File: config.mk
export PLATFORM = sky130hd
export DESIGN_NAME = task_queue_with_delay_timers_core
export DESIGN_NICKNAME = d
export VERILOG_FILES = /design/src/rtl/tqdt_pkg.sv /design/src/rtl/tqdt_cell.sv /design/src/rtl/tqdt_ready_fifo.sv /design/src/rtl/task_queue_with_delay_timers_core.sv
export VERILOG_INCLUDE_DIRS = /design/src /design/src/rtl
export SDC_FILE = /design/constraint.sdc
export NUM_CORES = 1
export LEC_CHECK = 0
export ABC_CLOCK_PERIOD_IN_PS = 19500
export BUFFER_PORTS_ARGS = -buffer_cell sky130_fd_sc_hd__buf_2
export CAP_MARGIN = 10
export CORE_MARGIN = 3
export CORE_UTILIZATION = 40
export DETAILED_ROUTE_END_ITERATION = 10
export REMOVE_ABC_BUFFERS = 1
export SLEW_MARGIN = 0
export SYNTH_ARGS = -nofsm -noshare
export SYNTH_HDL_FRONTEND = slang
export SYNTH_SLANG_ARGS = --single-unit
File: constraint.sdc
create_clock -name i_clk -period 19.5 [get_ports i_clk]
set_clock_uncertainty 0.15 [all_clocks]
set_input_delay 0.975 -clock i_clk [delete_from_list [all_inputs] [get_ports i_clk]]
set_output_delay 0.975 -clock i_clk [all_outputs]
set_load 0.03 [all_outputs]
File: src/rtl/assert_macros.svh
// ---------------------------------------------------------------------------
// Assertion macros
// Shared concurrent assertion wrappers for the dispatcher RTL.
// ---------------------------------------------------------------------------
`ifndef ASSERT_MACROS_SVH
`define ASSERT_MACROS_SVH

// Property checked at every clock edge outside of reset.
`define TQDT_ASSERT(name, clk, rst_n, prop) \
    name: assert property (@(posedge clk) disable iff (!rst_n) (prop)) \
        else $error("assertion failed");

// Antecedent in one cycle implies consequent in the next.
`define TQDT_ASSERT_NEXT(name, clk, rst_n, pre, post) \
    name: assert property (@(posedge clk) disable iff (!rst_n) (pre) |=> (post)) \
        else $error("assertion failed");

`endif

File: src/rtl/tqdt_pkg.sv
// ---------------------------------------------------------------------------
// tqdt_pkg
// Types and constants shared by the task dispatcher modules.
// ---------------------------------------------------------------------------
package tqdt_pkg;

    localparam int ID_W    = 8;
    localparam int DELAY_W = 32;
    localparam int CNT_W   = 5;

    localparam logic [ID_W-1:0]  ID_IDLE   = 8'd0;
    localparam logic [CNT_W-1:0] COUNT_MAX = 5'd31;

    typedef enum logic [1:0] {
        FUNC_POST     = 2'd0,
        FUNC_SCHEDULE = 2'd1,
        FUNC_DISPATCH = 2'd2,
        FUNC_TICK     = 2'd3
    } t_func;

    localparam logic [1:0] ST_DONE      = 2'd0;
    localparam logic [1:0] ST_REWRITTEN = 2'd1;
    localparam logic [1:0] ST_FULL      = 2'd2;

    // One timer slot.
    typedef struct packed {
        logic [ID_W-1:0]    task_id;
        logic [DELAY_W-1:0] rem;
    } t_entry;

    // Ready queue status toward the control.
    typedef struct packed {
        logic full;
        logic empty;
    } t_fifo_stat;

endpackage

File: src/rtl/tqdt_cell.sv
// ---------------------------------------------------------------------------
// tqdt_cell
// One timer slot of the rotating timer chain.
// ---------------------------------------------------------------------------
module tqdt_cell
    import tqdt_pkg::*;
(
    input  logic   i_clk,
    input  logic   i_rst_n,
    input  logic   i_shift,
    input  t_entry i_entry,
    output t_entry o_entry
);

    logic [ID_W-1:0]    r_task;
    logic [DELAY_W-1:0] r_rem;

    // slot id resets to free; delay is only looked at when the slot is taken
    always_ff @(posedge i_clk) begin
        if (!i_rst_n) begin
            r_task <= ID_IDLE;
        end else if (i_shift) begin
            r_task <= i_entry.task_id;
        end
    end

    always_ff @(posedge i_clk) begin
        if (i_shift) begin
            r_rem <= i_entry.rem;
        end
    end

    assign o_entry = '{task_id: r_task, rem: r_rem};

endmodule

File: src/rtl/tqdt_ready_fifo.sv
// ---------------------------------------------------------------------------
// tqdt_ready_fifo
// Ready queue: circular buffer memory with head, tail and fill count.
// ---------------------------------------------------------------------------
`include "assert_macros.svh"

module tqdt_ready_fifo
    import tqdt_pkg::*;
#(
    parameter int DEPTH = 16
) (
    input  logic            i_clk,
    input  logic            i_rst_n,
    input  logic            i_push,
    input  logic [ID_W-1:0] i_push_data,
    input  logic            i_pop,
    output logic [ID_W-1:0] o_head_data,
    output t_fifo_stat      o_stat
);

    localparam int PW = $clog2(DEPTH);
    localparam int FW = $clog2(DEPTH + 1);

    logic [ID_W-1:0] r_mem [DEPTH];
    logic [ID_W-1:0] r_rd_data;
    logic [PW-1:0]   r_head, n_head;
    logic [PW-1:0]   r_tail, n_tail;
    logic [FW-1:0]   r_fill, n_fill;
    logic            w_full, w_empty, w_push_ok, w_pop_ok;

    assign w_full    = (r_fill == FW'(DEPTH));
    assign w_empty   = (r_fill == '0);
    assign w_push_ok = i_push && !w_full;
    assign w_pop_ok  = i_pop && !w_empty;

    always_comb begin
        n_head = r_head;
        n_tail = r_tail;
        n_fill = r_fill;
        if (w_push_ok) begin
            n_tail = (r_tail == PW'(DEPTH - 1)) ? '0 : PW'(r_tail + 1'b1);
        end
        if (w_pop_ok) begin
            n_head = (r_head == PW'(DEPTH - 1)) ? '0 : PW'(r_head + 1'b1);
        end
        if (w_push_ok && !w_pop_ok) begin
            n_fill = FW'(r_fill + 1'b1);
        end else if (w_pop_ok && !w_push_ok) begin
            n_fill = FW'(r_fill - 1'b1);
        end
    end

    always_ff @(posedge i_clk) begin
        if (!i_rst_n) begin
            r_head <= '0;
            r_tail <= '0;
            r_fill <= '0;
        end else begin
            r_head <= n_head;
            r_tail <= n_tail;
            r_fill <= n_fill;
        end
    end

    // storage, registered read of the current head
    always_ff @(posedge i_clk) begin
        if (w_push_ok) begin
            r_mem[r_tail] <= i_push_data;
        end
        r_rd_data <= r_mem[r_head];
    end

    assign o_head_data = r_rd_data;
    assign o_stat      = '{full: w_full, empty: w_empty};

    `TQDT_ASSERT(a_fill_range, i_clk, i_rst_n, r_fill <= FW'(DEPTH))
    `TQDT_ASSERT(a_empty_ptrs, i_clk, i_rst_n, (r_fill != '0) || (r_head == r_tail))
    `TQDT_ASSERT_NEXT(a_push_fill, i_clk, i_rst_n, w_push_ok && !w_pop_ok,
        r_fill == FW'($past(r_fill) + 1'b1))

endmodule

File: src/rtl/task_queue_with_delay_timers_core.sv
// ---------------------------------------------------------------------------
// task_queue_with_delay_timers_core
// Cooperative task dispatcher: ready FIFO plus a rotating chain of timers.
// ---------------------------------------------------------------------------
// One request is worked at a time and always gives one result transfer.
// Post and dispatch pass through accept, queue access and result. A tick
// takes one full turn of the timer chain; a schedule takes one turn looking
// for an existing timer and, if none is found, a second turn filling the
// first free slot. The timer slots sit in a chain of cells that rotates by
// one slot per cycle past a single update point. A post or schedule with
// task id 0 goes from accept straight to the result. A new request is taken
// while the previous result still waits in the output register. No
// clearing pass is needed after reset.
// ---------------------------------------------------------------------------
`include "assert_macros.svh"

module task_queue_with_delay_timers_core
    import tqdt_pkg::*;
#(
    parameter int QUEUE_SLOTS = 16,
    parameter int TIMER_SLOTS = 16
) (
    input  logic               i_clk,
    input  logic               i_rst_n,
    // request channel
    input  logic               i_valid,
    output logic               o_stall,
    input  logic [1:0]         i_func,
    input  logic [ID_W-1:0]    i_task_id,
    input  logic [DELAY_W-1:0] i_delay,
    // result channel
    output logic               o_valid,
    input  logic               i_stall,
    output logic [ID_W-1:0]    o_next_task,
    output logic [1:0]         o_status,
    output logic [CNT_W-1:0]   o_fired_count,
    output logic [CNT_W-1:0]   o_lost_count
);

    // rotation counter, one count per slot
    localparam int CW = (TIMER_SLOTS > 1) ? $clog2(TIMER_SLOTS) : 1;

    typedef enum logic [6:0] {
        S_IDLE    = 7'b0000001,
        S_POST    = 7'b0000010,
        S_DISP    = 7'b0000100,
        S_SCHED_A = 7'b0001000,   // turn looking for an existing timer
        S_SCHED_B = 7'b0010000,   // turn filling the first free slot
        S_TICK    = 7'b0100000,
        S_FINISH  = 7'b1000000
    } t_state;

    t_state             r_state, n_state;
    logic [ID_W-1:0]    r_id, n_id;
    logic [DELAY_W-1:0] r_delay, n_delay;
    logic [CW-1:0]      r_cnt, n_cnt;
    logic               r_hit, n_hit;
    logic [ID_W-1:0]    r_next, n_next;
    logic [1:0]         r_status, n_status;
    logic [CNT_W-1:0]   r_fired, n_fired;
    logic [CNT_W-1:0]   r_lost, n_lost;

    // output register
    logic               r_o_valid;
    logic [ID_W-1:0]    r_o_next;
    logic [1:0]         r_o_status;
    logic [CNT_W-1:0]   r_o_fired;
    logic [CNT_W-1:0]   r_o_lost;

    logic               w_accept;
    logic               w_out_free;
    logic               w_out_load;
    logic               w_shift;
    logic               w_last;
    logic               w_push;
    logic [ID_W-1:0]    w_push_data;
    logic               w_pop;
    logic [ID_W-1:0]    w_head_data;
    t_fifo_stat         w_fifo;

    // timer chain: slot 0 sits at the update point, updated entry re-enters
    // at the far end, so after one full turn every slot is back in place
    t_entry             w_cell [TIMER_SLOTS];
    t_entry             w_head;
    t_entry             w_proc;

    assign w_accept   = i_valid && (r_state == S_IDLE);
    assign o_stall    = (r_state != S_IDLE);
    assign w_out_free = !r_o_valid || !i_stall;
    assign w_shift    = (r_state == S_SCHED_A) || (r_state == S_SCHED_B)
                        || (r_state == S_TICK);
    assign w_last     = (r_cnt == CW'(TIMER_SLOTS - 1));
    assign w_head     = w_cell[0];

    always_comb begin
        n_state     = r_state;
        n_id        = r_id;
        n_delay     = r_delay;
        n_cnt       = r_cnt;
        n_hit       = r_hit;
        n_next      = r_next;
        n_status    = r_status;
        n_fired     = r_fired;
        n_lost      = r_lost;
        w_push      = 1'b0;
        w_push_data = r_id;
        w_pop       = 1'b0;
        w_out_load  = 1'b0;
        w_proc      = w_head;

        if (w_shift) begin
            n_cnt = w_last ? '0 : CW'(r_cnt + 1'b1);
        end

        unique case (r_state)
            S_IDLE: begin
                if (w_accept) begin
                    n_id     = i_task_id;
                    n_delay  = i_delay;
                    n_cnt    = '0;
                    n_hit    = 1'b0;
                    n_next   = ID_IDLE;
                    n_status = ST_DONE;
                    n_fired  = '0;
                    n_lost   = '0;
                    unique case (t_func'(i_func))
                        FUNC_POST:
                            n_state = (i_task_id == ID_IDLE) ? S_FINISH : S_POST;
                        FUNC_SCHEDULE:
                            n_state = (i_task_id == ID_IDLE) ? S_FINISH : S_SCHED_A;
                        FUNC_DISPATCH:
                            n_state = S_DISP;
                        FUNC_TICK:
                            n_state = S_TICK;
                    endcase
                end
            end
            S_POST: begin
                if (w_fifo.full) begin
                    n_status = ST_FULL;
                end else begin
                    w_push = 1'b1;
                end
                n_state = S_FINISH;
            end
            S_DISP: begin
                // head data was read at the transfer edge
                if (!w_fifo.empty) begin
                    n_next = w_head_data;
                    w_pop  = 1'b1;
                end
                n_state = S_FINISH;
            end
            S_SCHED_A: begin
                // ids in the table are unique, so at most one slot matches
                if (w_head.task_id == r_id) begin
                    w_proc.rem = r_delay;
                    n_hit      = 1'b1;
                end
                if (w_last) begin
                    if (n_hit) begin
                        n_status = ST_REWRITTEN;
                        n_state  = S_FINISH;
                    end else begin
                        n_state  = S_SCHED_B;
                    end
                end
            end
            S_SCHED_B: begin
                if (!r_hit && (w_head.task_id == ID_IDLE)) begin
                    w_proc.task_id = r_id;
                    w_proc.rem     = r_delay;
                    n_hit          = 1'b1;
                end
                if (w_last) begin
                    n_status = n_hit ? ST_DONE : ST_FULL;
                    n_state  = S_FINISH;
                end
            end
            S_TICK: begin
                if (w_head.task_id != ID_IDLE) begin
                    if (w_head.rem > 32'd1) begin
                        w_proc.rem = w_head.rem - 32'd1;
                    end else begin
                        // expired: slot is freed whether or not it fits
                        w_proc.task_id = ID_IDLE;
                        w_push_data    = w_head.task_id;
                        if (!w_fifo.full) begin
                            w_push = 1'b1;
                            if (r_fired != COUNT_MAX) begin
                                n_fired = CNT_W'(r_fired + 1'b1);
                            end
                        end else if (r_lost != COUNT_MAX) begin
                            n_lost = CNT_W'(r_lost + 1'b1);
                        end
                    end
                end
                if (w_last) begin
                    n_state = S_FINISH;
                end
            end
            S_FINISH: begin
                if (w_out_free) begin
                    w_out_load = 1'b1;
                    n_state    = S_IDLE;
                end
            end
            default: begin
                n_state = S_IDLE;
            end
        endcase
    end

    always_ff @(posedge i_clk) begin
        if (!i_rst_n) begin
            r_state <= S_IDLE;
            r_cnt   <= '0;
            r_hit   <= 1'b0;
        end else begin
            r_state <= n_state;
            r_cnt   <= n_cnt;
            r_hit   <= n_hit;
        end
    end

    always_ff @(posedge i_clk) begin
        r_id     <= n_id;
        r_delay  <= n_delay;
        r_next   <= n_next;
        r_status <= n_status;
        r_fired  <= n_fired;
        r_lost   <= n_lost;
    end

    // result register: a new result loads only when the old one has left
    always_ff @(posedge i_clk) begin
        if (!i_rst_n) begin
            r_o_valid <= 1'b0;
        end else if (w_out_load) begin
            r_o_valid <= 1'b1;
        end else if (!i_stall) begin
            r_o_valid <= 1'b0;
        end
    end

    always_ff @(posedge i_clk) begin
        if (w_out_load) begin
            r_o_next   <= r_next;
            r_o_status <= r_status;
            r_o_fired  <= r_fired;
            r_o_lost   <= r_lost;
        end
    end

    assign o_valid       = r_o_valid;
    assign o_next_task   = r_o_next;
    assign o_status      = r_o_status;
    assign o_fired_count = r_o_fired;
    assign o_lost_count  = r_o_lost;

    // timer cell chain
    for (genvar g = 0; g < TIMER_SLOTS; g++) begin : g_cell
        t_entry w_in;
        if (g == TIMER_SLOTS - 1) begin : g_tail
            assign w_in = w_proc;
        end else begin : g_mid
            assign w_in = w_cell[g + 1];
        end
        tqdt_cell u_cell (
            .i_clk   (i_clk),
            .i_rst_n (i_rst_n),
            .i_shift (w_shift),
            .i_entry (w_in),
            .o_entry (w_cell[g])
        );
    end

    tqdt_ready_fifo #(
        .DEPTH (QUEUE_SLOTS)
    ) u_fifo (
        .i_clk       (i_clk),
        .i_rst_n     (i_rst_n),
        .i_push      (w_push),
        .i_push_data (w_push_data),
        .i_pop       (w_pop),
        .o_head_data (w_head_data),
        .o_stat      (w_fifo)
    );

    `TQDT_ASSERT(a_cnt_idle, i_clk, i_rst_n, w_shift || (r_cnt == '0))
    `TQDT_ASSERT(a_no_push_full, i_clk, i_rst_n, !w_push || !w_fifo.full)
    `TQDT_ASSERT(a_tick_result, i_clk, i_rst_n,
        !(o_valid && ((o_fired_count != '0) || (o_lost_count != '0)))
        || ((o_next_task == ID_IDLE) && (o_status == ST_DONE)))

endmodule
==> results of run 1 <==
==> how the worst max path moves through the flow <==
stage | depth (start not counted) | endpoint
after floorplan | 8 | g_cell[15].u_cell.r_rem[21]
after CTS | 8 | g_cell[13].u_cell.r_rem[24]
final | 8 | g_cell[1].u_cell.r_rem[4]
after detailed placement | 8 | g_cell[13].u_cell.r_rem[5]
after global placement | 8 | g_cell[15].u_cell.r_rem[5]
after global routing | 8 | g_cell[14].u_cell.r_rem[27]
==> power groups by stage <==
stage                     Clock (uW)  Combinational, uW  Sequential (uW)
final                           1640                209             2260
after global routing            1770                233             2270
after CTS                       1690                211             2260
after detailed placement           0                211             2300
after global placement             0                202             2290
after floorplan                    0                131             2290
==> metal layers <==
metal	vias up	track usage (%)
met5	-	0
met4	4	4.39
met3	124	3.71
met2	480	21.2
met1	8017	20.8
li1	7388	-
==> worst register-to-register path: stages (launching register included) <==
cell      delay, ps
dfxtp_1         350
nor3_2          460
nand4b_1        230
clkinv_1        210
nor2_4           50
buf_4           320
inv_8           800
buf_4          1130
buf_4           850
==> cells by family (layout without fill, tap and decap cells) <==
| kind of cell | Yosys count | in the layout | share of synthesized area [%] |
|---|---|---|---|
| XOR/XNOR | 22 | 22 | 0.622 |
| AO/OA/AOI/OAI | 302 | 302 | 6.94 |
| multiplexers | 52 | 52 | 2.35 |
| AND/OR/NAND/NOR | 550 | 550 | 8.05 |
| buffers and inverters | 91 | 259 | 1.11 |
| other | 0 | 1 | 0 |
| adder cells (fa/ha/maj) | 17 | 17 | 0.710 |
| flip-flops | 882 | 882 | 80.2 |
==> state kept, by name, summed over array words and instances (netlist names), 7 cells and up <==
| name | flops |
|---|---|
| u_fifo.r_mem | 128 |
| r_next | 8 |
| r_id | 8 |
| o_next_task | 8 |
| r_delay | 32 |
| g_cell.u_cell.r_task | 128 |
| r_state | 7 |
| g_cell.u_cell.r_rem | 512 |
| u_fifo.o_head_data | 8 |
==> metrics by stage <==
| stage | instances | hold WS (ps) | cell area, sq um | setup slack (ps) |
|---|---|---|---|---|
| 2_1_floorplan | 1839 | 250 | 30700 | 1840 |
| 3_3_place_gp | 2954 | 250 | 32500 | 14840 |
| 3_5_place_dp | 2954 | 255 | 32500 | 14610 |
| 4_1_cts | 3111 | 263 | 35300 | 14590 |
| 5_1_grt | 3114 | 269 | 35300 | 14140 |
| 6_report | 3115 | 260 | 35300 | 14530 |
==> cell type report <==
class                      instances  area (sq um)  share of cell area [%]
sequential                       882         24900                    70.3
tap                             1030          1290                    3.65
clock buffer                     125          2460                    6.97
timing repair buffer              88           517                    1.46
antenna                            1          2.50                 0.00708
clock inverter                    32           350                   0.991
inverter                          14          60.1                   0.170
multi-input combinational        943          5800                    16.4
==> synth_stat cells, types with 17 or more instances <==
cell type  count
a21oi_1       34
nand2_1      350
o211ai_1      18
nand3_1       22
o21ai_0       45
dfxtp_1      162
xnor2_1       17
a21boi_0     127
nor2_1        38
clkbuf_1      63
mux2i_1       31
edfxtp_1     720
nor3_1        17
a22oi_1       18
and2_1        36
==> qor.csv, run 1 <==
metric,value,unit
run status,completed,
met2 routed WL,26.0,mm
Yosys cell types,70,
initial antenna violation count,2,
worst path cell trace,nor3_2 -> nand4b_1 -> clkinv_1 -> nor2_4 -> buf_4 -> inv_8 -> buf_4 -> buf_4,
Worst Setup End Kind,flip-flop,
GRT Overall Usage,14.3,%
setup TNS,0,ps
worst skew pair latency,630,ps
Avg WL per Cell,18.7,um
cell taking the most area after synthesis,edfxtp_1,
crit path launch type,flip-flop,
min-delay src,g_cell[8].u_cell.r_rem[16],
Initial Util,40.6,%
met3 wire length,4.10,mm
Syn Inst Count,1916,
Final Hold Viols,0,
ys async rst share,0,%
Clock Path Buffers,3,
Net Sw Power,892,uW
postcts setup bufs,0,
end of the worst register-to-register path,g_cell[1].u_cell.r_rem[4],
cell mode on critical path,buf_4,
die area,80900,sq um
Via Count,16013,
H-tree Lvls,3,
Layout area overhead,14.0,%
IR Drop Worst-Case VDD,63.3,uV
P_int,3220,uW
Critical Path Start,r_state[1],
final slew viol count,0,
RR Startpoint,r_state[1],
Root Buffer,clkbuf_16,
post-synthesis sequential area ratio,80.2,%
worst hold path type,reg2reg,
critical path class,reg2reg,
Max stage delay on crit path,950,ps
antenna-violating nets left,0,
Seq pwr share,55.0,%
"commonest cells after routing, fill and taps aside","edfxtp_1, nand2_1, dfxtp_1",
Seq cells post-synth,882,
crit-path leading delay family,buffers and inverters,
CP max FO,162,
clock period minus worst slack,4970,ps
num rows,101,
DRC,0,
vias per inst,5.14,
CP bufs+invs,5,
Port Buffers,67,
Main synth FF type,edfxtp_1,
cts repair resizes,0,
GP Congestion,0.809,
total grt overflow,0,
DR top layer,met5,
TritonRoute pass-1 iters,6,
Tcrit/Tclk final,25.5,%
Hold Path Stages,0,
Final #Nets,2079,
final design utilization,46.3,%
vias in the first global route,15539,
R2R setup slack,14530,ps
Post-DP HPWL,34.9,mm
total CTS buffers,87,
PD cells,116,nW/um^2
total routed wirelength,58.3,mm
largest net degree at the start of global routing,163,
power share of the combinational group,5.1,%
WP data arrival,5050,ps
CTS tree,yes,
Fill cells,6573,
Post-synth EDFFs,720,
CTS Hold Bufs,0,
"Req. time, crit path",19580,ps
synthesized cell area,31000,sq um
Worst slew margin,27.4,%
Ys Warns,0,
Final setup viols,0,
Clk network pwr share,39.9,%
reg2reg path depth,8,
Switching Share,21.7,%
Highest Clock Rate,0.201,GHz
first-pass GRT wire length,90.2,mm
leak pwr,0.0111,uW
unrepaired setup endpoints after global routing,no,
"Power, Total",4110,uW
Sink Count,882,
Placeable Area,76300,sq um
die extent in y,284,um
share of layout cells above drive strength 1,11.6,%
Mapped Avg Cell Area,16.2,sq um
Synth top area share,69.8,%
Die Wd,284,um
actual slew at the worst max-slew pin,1090,ps
Hold Path End,g_cell[7].u_cell.r_rem[16],
First DRT Iteration DRCs,1483,
# IOs,68,
total of max-cap violations,0,
CP max-delay cell,buf_4,
met1 wire length,26.6,mm
synth top area cells,"edfxtp_1, dfxtp_1, nand2_1",
clock slew at reported path FFs,60,ps
"most common cell after layout, fill and taps aside",edfxtp_1,
(Power assumes the default switching activity.)
==> inputs of run 2 (changes only) <==
--- a/config.mk
+++ b/config.mk
@@ -6,7 +6,8 @@
 export SDC_FILE = /design/constraint.sdc
 export NUM_CORES = 1
 export LEC_CHECK = 0
-export ABC_CLOCK_PERIOD_IN_PS = 19500
+export ABC_AREA = 1
+export ABC_CLOCK_PERIOD_IN_PS = 4100
 export BUFFER_PORTS_ARGS = -buffer_cell sky130_fd_sc_hd__buf_2
 export CAP_MARGIN = 10
 export CORE_MARGIN = 3
==> constraint.sdc (replaced) <==
create_clock -name i_clk -period 4.1 [get_ports i_clk]
set_clock_uncertainty 0.15 [all_clocks]
set_input_delay 0.205 -clock i_clk [delete_from_list [all_inputs] [get_ports i_clk]]
set_output_delay 0.205 -clock i_clk [all_outputs]
set_load 0.03 [all_outputs]
==> run 2 against run 1 <==
Total power rose to 6.1 times the previous value. Non-clock buffer count rose by 54. Synthesized area rose by 2.2%. Via count rose by 10%. Sequential share of layout area fell by 2.3 points. Critical path type unchanged. Design area rose by 3.4%. Global-route usage rose by 0.38 points. Critical endpoint is now u_fifo.r_fill[4]. Largest cell class unchanged. Highest routed layer unchanged.
==> qor.csv, run 2 <==
metric,value,unit,change
run status,completed,,
clock period minus worst slack,3490,ps,-1480 ps
CTS Hold Bufs,45,,+45
Hold Slack,96.3,ps,-163 ps
Avg WL per Cell,16.8,um,-10%
Layout area overhead,15.4,%,
share of layout cells above drive strength 1,10.7,%,-0.90 points
most flop-heavy register,g_cell.u_cell.r_rem,,
Root Buffer,clkbuf_16,,
Main synth FF type,edfxtp_1,,
first-pass GRT wire length,95.4,mm,+5.8%
Yosys cell types,50,,-29%
"worst slack, placed",636,ps,-13970 ps
Worst Slack Setup Final,608,ps,-13920 ps
final slew viol count,0,,unchanged
Syn Inst Count,2341,,+22%
Worst Setup End Kind,flip-flop,,
Synth top area share,68.3,%,-1.5 points
Hold Path Stages,3,,+3
Placeable Area,78000,sq um,+2.2%
Final Hold Viols,0,,unchanged
DRC,0,,unchanged
Mapped Avg Cell Area,13.5,sq um,-16%
setup TNS,0,ps,unchanged
GRT Overall Usage,14.7,%,+0.38 points
Hold Path End,u_fifo.r_tail[2],,
TritonRoute pass-1 iters,5,,-1
num rows,102,,+0.99%
post-synthesis sequential area ratio,78.5,%,-1.7 points
PD cells,685,nW/um^2,+490%
# IOs,68,,unchanged
commonest cells in the netlist,"edfxtp_1, nor2_1, nand2_1",,
Post-DP HPWL,37.0,mm,+5.9%
CP max FO,9,,-94%
met3 Usage GRT,2.51,%,-1.2 points
worst skew pair latency,640,ps,about the same
Clock Path Buffers,3,,unchanged
actual slew at the worst max-slew pin,1120,ps,+29.4 ps
top flop regs,"g_cell.u_cell.r_rem x512, g_cell.u_cell.r_task x128, u_fifo.r_mem x128",,
Post-synth EDFFs,720,,unchanged
RR Startpoint,g_cell[0].u_cell.r_rem[0],,
initial antenna violation count,6,,+4
Largest register FFs,512,,unchanged
synthesized cell area,31700,sq um,+2.2%
critical path class,reg2reg,,
die area,82600,sq um,+2.1%
total CTS buffers,89,,+2.3%
Via Count,17670,,+10%
clock slew at reported path FFs,60,ps,about the same
"count leader, synth",edfxtp_1,,
Worst slew margin,25.3,%,-2.0 points
cell taking the most area after synthesis,edfxtp_1,,
ys async rst share,0,%,unchanged
WP data arrival,3860,ps,-1190 ps
post-route cell area,36600,sq um,+3.4%
end of the worst register-to-register path,u_fifo.r_fill[4],,
R2R setup slack,610,ps,-13920 ps
reg2reg path depth,18,,+10
"Power, Total",25000,uW,+510%
Seq cells post-synth,882,,unchanged
total of max-cap violations,0,,unchanged
IR Drop Worst-Case VDD,440,uV,+600%
"most common cell after layout, fill and taps aside",edfxtp_1,,
Highest Clock Rate,0.286,GHz,+42%
largest net degree at the start of global routing,143,,-12%
leak pwr,0.0131,uW,+18%
CTS tree,yes,,
Ys Warns,0,,unchanged
layer with the highest usage,met1,,
total routed wirelength,60.4,mm,+3.6%
crit path launch type,flip-flop,,
vias per inst,4.91,,-4.5%
worst hold path type,in2reg,,
Die Wd,287,um,+1.1%
met1 Track Usage GR,22.1,%,+1.3 points
vias in the first global route,16998,,+9.4%
Post-DP Area,33200,sq um,+2.2%
unrepaired setup endpoints after global routing,no,,
cts repair resizes,0,,unchanged
Tcrit/Tclk final,85.2,%,+60 points
Port Buffers,67,,unchanged
"Req. time, crit path",4470,ps,-15110 ps
total grt overflow,0,,unchanged
H-tree Lvls,3,,unchanged
antenna-violating nets left,0,,unchanged
Initial Util,40.6,%,about the same
die extent in y,287,um,+1.1%
Final setup viols,0,,unchanged
postcts setup bufs,0,,unchanged
GR Util met2,21.4,%,+0.23 points
synth top area cells,"edfxtp_1, dfxtp_1, nor2_1",,
Final #Nets,2551,,+23%
Sink Count,882,,unchanged
First DRT Iteration DRCs,1324,,-11%
min-delay src,i_rst_n,,
"commonest cells after routing, fill and taps aside","edfxtp_1, nor2_1, nand2_1",,
GP Congestion,0.843,,+4.1%
Fill cells,6711,,+2.1%
==> run 2: worst max-delay path by stage <==
stage	start	to	slack, ps	cells after the start
6_report	g_cell[0].u_cell.r_rem[0]	u_fifo.r_fill[4]	610	18
5_1_grt	g_cell[0].u_cell.r_rem[0]	u_fifo.r_fill[4]	240	18
4_1_cts	g_cell[0].u_cell.r_rem[1]	u_fifo.r_fill[4]	610	18
3_5_place_dp	g_cell[0].u_cell.r_rem[0]	u_fifo.r_fill[4]	640	18
3_3_place_gp	g_cell[0].u_cell.r_rem[0]	u_fifo.r_fill[4]	600	18
2_1_floorplan	r_state[0]	r_cnt[3]	-4590	8
==> run 2: routing by layer <==
layer  up-vias  wire [um]
li1       8528          -
met1      8609      29400
met2       424      26500
met3       105       2970
met4         4       1450
met5         -         27
==> run 2: area by class of cell <==
type	instances	area [sq um]	area share [%]
clock inverter	49	522	1.43
antenna	1	2.50	0.00685
inverter	130	489	1.34
multi-input combinational	1243	5900	16.2
timing repair buffer	142	1100	3.01
sequential	882	24900	68.0
clock buffer	113	2370	6.48
tap	1040	1300	3.56
==> run 2: kinds of logic after synthesis <==
kind of cell / count (synthesis) / share of synthesized area [%]
DFF: 882 / 78.5
buffers and inverters: 216 / 2.88
and+or+nand+nor: 884 / 12.0
xor gates and xnor gates: 11 / 0.304
adders and majority gates: 17 / 0.695
AOI/OAI and AO/OA: 331 / 5.61
==> run 2: per-stage QoR <==
step	cells	util, %
2_1_floorplan	2255	-
3_3_place_gp	3392	42.6
3_5_place_dp	3392	42.6
4_1_cts	3599	46.9
5_1_grt	3599	46.9
6_report	3600	46.9
==> run 2: report_power, final <==
part | switching (uW) | total, uW | leakage (uW) | internal (uW)
logic | 2910 | 3870 | 0.00382 | 952
registers | 819 | 13300 | 0.00787 | 12500
clock network | 3310 | 7880 | 0.00140 | 4570
==> run 2: critical path, cell delays in order (launching register included) <==
cell	delay (ps)
edfxtp_1	430
inv_1	150
ha_1	280
o21ai_0	130
nor2_1	120
nand3_2	130
nor2_8	210
nand3_4	130
nand2_4	140
ha_1	210
inv_1	110
fa_1	430
a21o_1	180
a21oi_1	160
nor2_1	60
nor2_1	80
nand2_1	70
o21ai_0	150
a21oi_1	50
